$ cat config.mk
export PLATFORM = sky130hd
export DESIGN_NAME = block_buffer_cache_lru_unit
export DESIGN_NICKNAME = d
export VERILOG_FILES = /design/src/rtl/bcl_pkg.sv /design/src/rtl/bcl_ram.sv /design/src/rtl/block_buffer_cache_lru_unit.sv
export SDC_FILE = /design/constraint.sdc
export NUM_CORES = 2
export LEC_CHECK = 0
export BUFFER_PORTS_ARGS = -buffer_cell sky130_fd_sc_hd__clkbuf_2
export CELL_PAD_IN_SITES_DETAIL_PLACEMENT = 2
export CELL_PAD_IN_SITES_GLOBAL_PLACEMENT = 2
export CORE_ASPECT_RATIO = 1.25
export CORE_MARGIN = 2
export CORE_UTILIZATION = 38
export CTS_CLUSTER_SIZE = 14
export DETAILED_ROUTE_END_ITERATION = 6
export HOLD_SLACK_MARGIN = 0.1
export PLACE_DENSITY_LB_ADDON = 0.12
export SYNTH_ARGS = -nofsm -noshare
export SYNTH_HDL_FRONTEND = slang
export SYNTH_SLANG_ARGS = --single-unit
$ cat constraint.sdc
create_clock -name clk -period 10.27 [get_ports clk]
set_clock_uncertainty 0.2 [all_clocks]
set_input_delay 0.5135 -clock clk [delete_from_list [all_inputs] [get_ports clk]]
set_output_delay 0.5135 -clock clk [all_outputs]
set_load 0.01 [all_outputs]
$ cat src/rtl/bcl_pkg.sv
`timescale 1ns / 1ps

package bcl_pkg;

	localparam logic [1:0] CMD_GET     = 2'd0;
	localparam logic [1:0] CMD_RELEASE = 2'd1;
	localparam logic [1:0] CMD_PIN     = 2'd2;
	localparam logic [1:0] CMD_UNPIN   = 2'd3;

	localparam logic [1:0] STS_OK        = 2'd0;
	localparam logic [1:0] STS_NO_FREE   = 2'd1;
	localparam logic [1:0] STS_UNDERFLOW = 2'd2;
	localparam logic [1:0] STS_OVERFLOW  = 2'd3;

	localparam logic [7:0] COUNT_MAX = 8'hff;

	typedef struct packed {
		logic [7:0]  dev;
		logic [31:0] blk;
		logic [7:0]  cnt;
		logic        vld;
		logic [31:0] stamp;
	} entry_t;

	localparam int ENTRY_W = $bits(entry_t);

endpackage

$ cat src/rtl/bcl_ram.sv
`timescale 1ns / 1ps

module bcl_ram #(
	parameter int WIDTH = 81,
	parameter int DEPTH = 32
) (
	input  logic                     clk,
	input  logic                     we,
	input  logic [$clog2(DEPTH)-1:0] waddr,
	input  logic [WIDTH-1:0]         wdata,
	input  logic [$clog2(DEPTH)-1:0] raddr,
	output logic [WIDTH-1:0]         rdata
);

	logic [WIDTH-1:0] mem_q [DEPTH];

	always_ff @(posedge clk) begin
		if (we) begin
			mem_q[waddr] <= wdata;
		end
		rdata <= mem_q[raddr];
	end

endmodule

$ cat src/rtl/block_buffer_cache_lru_unit.sv
`timescale 1ns / 1ps

// buffer cache tag table with reference counts and oldest-release replacement
// input channel: in_valid / in_stall carries one command item (get, release,
// pin, unpin); output channel: out_valid / out_stall carries one result item
// per command. in_stall is high while a command is being worked on.
// a get walks every entry through the single read port of the entry ram, one
// entry per cycle, with one tag compare and one stamp compare shared across
// the walk; after the last entry it passes through the drain and final states.
// release, pin and unpin read one entry and then take the same drain and final states.
// one command is in flight at a time; the next item can be taken in the cycle
// after the result is committed, so a new command never overlaps the last one.
// the result sits in an output register; the next item is accepted while it
// waits. if the receiver stalls and a new result is ready, the block holds in
// its final state until the output register frees up, and only then commits
// the entry update.
// reset (arst_n low, asynchronous) clears control state and a per-entry
// written bit; an entry never written reads as all zero, so no clearing pass
// is needed and the block takes items right after reset.

module block_buffer_cache_lru_unit #(
	parameter int ENTRY_COUNT = 32
) (
	input  logic        clk,
	input  logic        arst_n,
	input  logic        in_valid,
	output logic        in_stall,
	input  logic [1:0]  cmd,
	input  logic [7:0]  device_id,
	input  logic [31:0] block_number,
	input  logic [4:0]  entry_index,
	input  logic [31:0] now_tick,
	output logic        out_valid,
	input  logic        out_stall,
	output logic [4:0]  result_index,
	output logic        data_valid,
	output logic [1:0]  status,
	output logic [7:0]  ref_count
);

	localparam int IW = $clog2(ENTRY_COUNT);
	localparam logic [IW-1:0] LAST_IDX = IW'(ENTRY_COUNT - 1);

	localparam logic [2:0] ST_IDLE  = 3'd0;
	localparam logic [2:0] ST_SCAN  = 3'd1;
	localparam logic [2:0] ST_RD    = 3'd2;
	localparam logic [2:0] ST_DRAIN = 3'd3;
	localparam logic [2:0] ST_DONE  = 3'd4;

	logic [2:0] state_q;

	// entry_index wraps modulo the table size
	logic [IW-1:0] mod_tbl [32];
	for (genvar g = 0; g < 32; g++) begin : g_mod
		assign mod_tbl[g] = IW'(g % ENTRY_COUNT);
	end

	logic [1:0]    cmd_q;
	logic [7:0]    dev_q;
	logic [31:0]   blk_q;
	logic [IW-1:0] idx_q;
	logic [31:0]   now_q;
	logic [IW-1:0] ptr_q;

	logic [ENTRY_COUNT-1:0] init_q;

	logic                      chk_s1;
	logic [IW-1:0]             chk_idx_s1;
	logic                      init_s1;
	logic [bcl_pkg::ENTRY_W-1:0] ram_rdata;
	bcl_pkg::entry_t           rd_word;

	logic            hit_q;
	logic [IW-1:0]   hit_idx_q;
	bcl_pkg::entry_t hit_word_q;
	logic            found_q;
	logic [IW-1:0]   pick_idx_q;
	logic [31:0]     best_q;

	logic [IW-1:0]   rd_addr;
	logic            accept;
	logic            commit;
	logic            tag_match;
	logic            is_free;

	logic            do_wr;
	logic [IW-1:0]   wr_idx;
	bcl_pkg::entry_t wr_word;
	logic [IW-1:0]   r_idx;
	logic            r_valid;
	logic [1:0]      r_status;
	logic [7:0]      r_count;

	logic        out_valid_q;
	logic [4:0]  result_index_q;
	logic        data_valid_q;
	logic [1:0]  status_q;
	logic [7:0]  ref_count_q;

	assign in_stall = (state_q != ST_IDLE);
	assign accept   = in_valid && !in_stall;
	assign commit   = (state_q == ST_DONE) && (!out_valid_q || !out_stall);
	assign rd_addr  = (state_q == ST_RD) ? idx_q : ptr_q;

	bcl_ram #(
		.WIDTH(bcl_pkg::ENTRY_W),
		.DEPTH(ENTRY_COUNT)
	) u_entries (
		.clk  (clk),
		.we   (do_wr),
		.waddr(wr_idx),
		.wdata(wr_word),
		.raddr(rd_addr),
		.rdata(ram_rdata)
	);

	// never-written entries read as the reset value
	assign rd_word   = init_s1 ? bcl_pkg::entry_t'(ram_rdata) : '0;
	assign tag_match = (rd_word.dev == dev_q) && (rd_word.blk == blk_q);
	assign is_free   = (rd_word.cnt == 8'd0);

	always_ff @(posedge clk or negedge arst_n) begin
		if (!arst_n) begin
			state_q <= ST_IDLE;
			chk_s1  <= 1'b0;
			hit_q   <= 1'b0;
			found_q <= 1'b0;
			init_q  <= '0;
		end else begin
			chk_s1 <= (state_q == ST_SCAN) || (state_q == ST_RD);
			if (do_wr) begin
				init_q[wr_idx] <= 1'b1;
			end
			if (accept) begin
				hit_q   <= 1'b0;
				found_q <= 1'b0;
			end else if (chk_s1) begin
				// first match wins; single-entry commands just capture the entry
				if ((cmd_q != bcl_pkg::CMD_GET) || (tag_match && !hit_q)) begin
					hit_q <= 1'b1;
				end
				if (is_free && (!found_q || rd_word.stamp < best_q)) begin
					found_q <= 1'b1;
				end
			end
			case (state_q)
				ST_IDLE: begin
					if (accept) begin
						state_q <= (cmd == bcl_pkg::CMD_GET) ? ST_SCAN : ST_RD;
					end
				end
				ST_SCAN: begin
					if (ptr_q == LAST_IDX) begin
						state_q <= ST_DRAIN;
					end
				end
				ST_RD: begin
					state_q <= ST_DRAIN;
				end
				ST_DRAIN: begin
					state_q <= ST_DONE;
				end
				ST_DONE: begin
					if (commit) begin
						state_q <= ST_IDLE;
					end
				end
				default: begin
					state_q <= ST_IDLE;
				end
			endcase
		end
	end

	always_ff @(posedge clk) begin
		chk_idx_s1 <= rd_addr;
		init_s1    <= init_q[rd_addr];
		if (accept) begin
			cmd_q <= cmd;
			dev_q <= device_id;
			blk_q <= block_number;
			idx_q <= mod_tbl[entry_index];
			now_q <= now_tick;
			ptr_q <= '0;
		end else if (state_q == ST_SCAN) begin
			ptr_q <= ptr_q + 1'b1;
		end
		if (chk_s1) begin
			if ((cmd_q != bcl_pkg::CMD_GET) || (tag_match && !hit_q)) begin
				hit_idx_q  <= chk_idx_s1;
				hit_word_q <= rd_word;
			end
			if (is_free && (!found_q || rd_word.stamp < best_q)) begin
				pick_idx_q <= chk_idx_s1;
				best_q     <= rd_word.stamp;
			end
		end
	end

	// final update and result of the command
	always_comb begin
		wr_idx   = hit_idx_q;
		wr_word  = hit_word_q;
		r_idx    = hit_idx_q;
		r_valid  = hit_word_q.vld;
		r_status = bcl_pkg::STS_OK;
		r_count  = hit_word_q.cnt;
		do_wr    = 1'b0;
		case (cmd_q)
			bcl_pkg::CMD_GET: begin
				if (hit_q) begin
					if (hit_word_q.cnt == bcl_pkg::COUNT_MAX) begin
						r_status = bcl_pkg::STS_OVERFLOW;
					end else begin
						wr_word.cnt = hit_word_q.cnt + 8'd1;
						wr_word.vld = 1'b1;
						r_count     = wr_word.cnt;
						do_wr       = commit;
					end
				end else if (found_q) begin
					wr_idx        = pick_idx_q;
					wr_word.dev   = dev_q;
					wr_word.blk   = blk_q;
					wr_word.cnt   = 8'd1;
					wr_word.vld   = 1'b1;
					wr_word.stamp = best_q;
					r_idx         = pick_idx_q;
					r_valid       = 1'b0;
					r_count       = 8'd1;
					do_wr         = commit;
				end else begin
					r_idx    = '0;
					r_valid  = 1'b0;
					r_status = bcl_pkg::STS_NO_FREE;
					r_count  = 8'd0;
				end
			end
			bcl_pkg::CMD_PIN: begin
				if (hit_word_q.cnt == bcl_pkg::COUNT_MAX) begin
					r_status = bcl_pkg::STS_OVERFLOW;
				end else begin
					wr_word.cnt = hit_word_q.cnt + 8'd1;
					r_count     = wr_word.cnt;
					do_wr       = commit;
				end
			end
			bcl_pkg::CMD_RELEASE, bcl_pkg::CMD_UNPIN: begin
				if (hit_word_q.cnt == 8'd0) begin
					r_status = bcl_pkg::STS_UNDERFLOW;
				end else begin
					wr_word.cnt = hit_word_q.cnt - 8'd1;
					// final release stamps the entry for replacement order
					if ((cmd_q == bcl_pkg::CMD_RELEASE) && (wr_word.cnt == 8'd0)) begin
						wr_word.stamp = now_q;
					end
					r_count = wr_word.cnt;
					do_wr   = commit;
				end
			end
			default: begin
				do_wr = 1'b0;
			end
		endcase
	end

	always_ff @(posedge clk or negedge arst_n) begin
		if (!arst_n) begin
			out_valid_q <= 1'b0;
		end else if (commit) begin
			out_valid_q <= 1'b1;
		end else if (!out_stall) begin
			out_valid_q <= 1'b0;
		end
	end

	always_ff @(posedge clk) begin
		if (commit) begin
			result_index_q <= 5'(r_idx);
			data_valid_q   <= r_valid;
			status_q       <= r_status;
			ref_count_q    <= r_count;
		end
	end

	assign out_valid    = out_valid_q;
	assign result_index = result_index_q;
	assign data_valid   = data_valid_q;
	assign status       = status_q;
	assign ref_count    = ref_count_q;

	a_rose_from_done: assert property (@(posedge clk) disable iff (!arst_n)
		$rose(out_valid_q) |-> $past(state_q == ST_DONE))
		else $error("result appeared outside the final state");

	a_write_in_done: assert property (@(posedge clk) disable iff (!arst_n)
		do_wr |-> (state_q == ST_DONE) && (!out_valid_q || !out_stall))
		else $error("entry written before the result slot was free");

	a_busy_after_accept: assert property (@(posedge clk) disable iff (!arst_n)
		accept |=> in_stall)
		else $error("second item taken while a command is in flight");

	a_no_free_fields: assert property (@(posedge clk) disable iff (!arst_n)
		(out_valid_q && status_q == bcl_pkg::STS_NO_FREE) |->
			(ref_count_q == 8'd0) && (result_index_q == 5'd0) && !data_valid_q)
		else $error("no-free result carries nonzero fields");

endmodule
==> results.tsv <==
metric	value	unit
status	complete, but fails checks	
failed_checks	max-capacitance violations, max-slew violations	
multi_input_area	0.0267	mm2
path_class	reg2reg	
h-tree-depth	5	
maxSlewHeadroom	-1.58	%
hpwl	227000	um
fin_tns_setup	0	ps
syn_to_final_growth	14.4	%
core	0.303	mm2
p_switching	14300	uW
antenna_found_initial	19	
nNetsFinal	8001	
synthFlopType	edfxtp_1	
p_int	24900	uW
setup_viol	0	
yosysSeqAreaShare	75.3	%
ctsResizeCount	0	
place_inst	11500	
worstMarginPinSlew	1520	ps
cp_data_arrival_time	6620	ps
p_sw_share	36.5	%
cts.sinks	2941	
die-area	0.309	mm2
ant_nets	0	
rows	226	
cts_buffers	313	
insertion_delay	910	ps
grt_max_degree	162	
place.gp.congestion	0.783	
holdWs	150	ps
final_common_cell	edfxtp_1	
avgSynthCellArea	15.1	um2
period_share	59.3	%
die_x	498	um
io_buffers	100	
vias	70600	
dr.first_iter.drc_count	6231	
fillCellCount	28800	
drt-total-wl	412000	um
grt_use_total	26.1	%
cts.clk_slew.worst_paths	60	ps
drv_cap	1	
yosysUniqueCellTypes	76	
endpoint_kind	register	
grt_overflow_total	0	
layout_min_cycle_time	6090	ps
place_ws	4290	ps
crit_path_start_kind	register	
required	10800	ps
p_seq_share	40.8	%
route.detailed.drc	0	
rsz0062_at_grt	no	
final_cells	12100	
fp.dieH	621	um
hold_viol_final	0	
cts_setup_buffers	0	
seq_area	0.0872	mm2
pwr-share-comb	30.8	%
synth_cells	7659	
drive_above_1_share	10.7	%
syn-cell-area	0.116	mm2
crit_fanout	58	
synth_nets	7778	
dr.pass1.iters	5	
clkPwrFrac	28.4	%
placed_area	0.122	mm2
io_pins	101	
synth-seq-cells	2941	
root_buffer	clkbuf_16	
slew_viol_final	2	
synth_edf_count	2810	
vias_per_cell	5.82	
cts_buffer_depth	4	
grt_pass1_wl	581000	um
final_cell_mix	edfxtp_1, nand2_1, mux2i_1	
ctsHoldBuffers	93	
cts_tree	built	
wl_per_cell	34.0	um
worst_slack	4180	ps
start_util	38.2	%
yosys_warnings	0	
leakage	0.0447	uW
grt_pass1_vias	76000	
synthArstFlopShare	1.33	%
powerDensity	295	mW/mm2
vdd_drop_max	0.000312	V
timing.fmax	0.164	GHz
hold_class	in2reg	
fin_area	0.132	mm2
[state kept, by name, summed over array words and instances (netlist names), 2 cells and up]
register         count
cmd_q                2
state_q              3
chk_idx_s1           5
best_q              32
pick_idx_q           5
status               2
now_q               32
result_index         5
dev_q                8
init_q              32
idx_q                5
u_entries.rdata     81
hit_idx_q            5
ptr_q                5
hit_word_q          81
blk_q               32
u_entries.mem_q   2592
ref_count            8
[power by group through the flow]
stage | Sequential, uW | Clock, uW | Combinational (uW)
3_3_place_gp | 16200 | 0 | 11700
3_5_place_dp | 16200 | 0 | 12100
5_1_grt | 16000 | 11700 | 13000
6_report | 16000 | 11100 | 12100
2_1_floorplan | 15800 | 0 | 7260
4_1_cts | 16000 | 11300 | 12200
[Yosys cell counts (8+ instances only)]
| master | n | share of area, % |
|---|---|---|
| a2111oi_0 | 64 | 0.48 |
| a211oi_1 | 331 | 2.1 |
| a21o_1 | 16 | 0.10 |
| a21oi_1 | 54 | 0.23 |
| a221o_1 | 8 | 0.069 |
| a22oi_1 | 34 | 0.22 |
| a311oi_1 | 58 | 0.44 |
| a31oi_1 | 125 | 0.68 |
| a32oi_1 | 123 | 0.93 |
| and2_1 | 83 | 0.45 |
| and3_1 | 8 | 0.043 |
| buf_1 | 35 | 0.11 |
| buf_2 | 89 | 0.38 |
| clkbuf_1 | 362 | 1.2 |
| dfrtp_1 | 39 | 0.84 |
| dfxtp_1 | 92 | 1.6 |
| edfxtp_1 | 2810 | 73 |
| ha_1 | 36 | 0.39 |
| inv_1 | 179 | 0.58 |
| mux2i_1 | 812 | 7.0 |
| nand2_1 | 1235 | 4.0 |
| nand2b_1 | 10 | 0.054 |
| nand3_1 | 478 | 2.1 |
| nand3b_1 | 8 | 0.052 |
| nand4_1 | 94 | 0.51 |
| nor2_1 | 78 | 0.25 |
| nor2b_1 | 33 | 0.18 |
| nor3_1 | 16 | 0.069 |
| nor3b_1 | 13 | 0.084 |
| o2111ai_1 | 23 | 0.17 |
| o21ai_0 | 84 | 0.36 |
| o22ai_1 | 79 | 0.43 |
| or2_1 | 8 | 0.043 |
| or2_2 | 28 | 0.15 |
| xnor2_1 | 8 | 0.060 |
[logic make-up (layout without fill, tap and decap cells)]
family	count (synthesis)	count (layout)	synth area share, %
other	0	8	0
muxes	821	821	7.11
adders and majority gates	36	36	0.389
xor gates and xnor gates	15	15	0.113
AOI/OAI and AO/OA	1049	1049	6.63
buffers and inverters	670	1142	2.27
and+or+nand+nor	2127	2127	8.20
DFF	2941	2941	75.3
[layer usage]
metal / track usage (%) / up-vias / share of wire [%]
met5: 0 / - / 0
met4: 7.23 / 0 / 2.9
met3: 2.78 / 556 / 3.7
met2: 45.8 / 1565 / 51
met1: 34.3 / 38600 / 43
li1: - / 29900 / -
[worst max-delay path, cell delays in order, from the launching register on]
cell and delay, ps:
dfrtp_1 760, or3b_4 610, buf_4 870, mux2i_4 340
buf_4 370, inv_4 220, nor2_4 200, buf_4 770
buf_4 740, a32oi_1 270, nand3_1 250, nand4_1 120
[cell type report]
cell class | count | area share (%)
Sequential cell | 2941 | 65.8
Multi-Input combinational cell | 4048 | 20.2
Clock buffer | 449 | 6.63
Tap cell | 3990 | 3.77
Timing Repair Buffer | 395 | 2.33
Clock inverter | 115 | 0.723
Inverter | 183 | 0.532
Antenna cell | 8 | 0.0151
[per-stage QoR]
step / total power, uW / utilization (%)
floorplan: 23100 / -
global placement: 27900 / 40.2
detailed placement: 28300 / 40.2
CTS: 39500 / 43.7
global route: 40700 / 43.7
finish: 39100 / 43.7
[worst paths after layout]
path,slack [ps],start,to,cells past startpoint
worst max-delay path,4180,state_q[0],u_entries.rdata[4],11
worst min-delay path,150,block_number[17],blk_q[17],2
worst max register to register,4180,state_q[0],u_entries.rdata[4],11
worst min register to register,230,chk_idx_s1[0],hit_idx_q[0],0
max in group asynchronous,8730,arst_n,hit_q,4
min in group asynchronous,630,arst_n,init_q[5],4
Power figures use the tool's default switching activity.
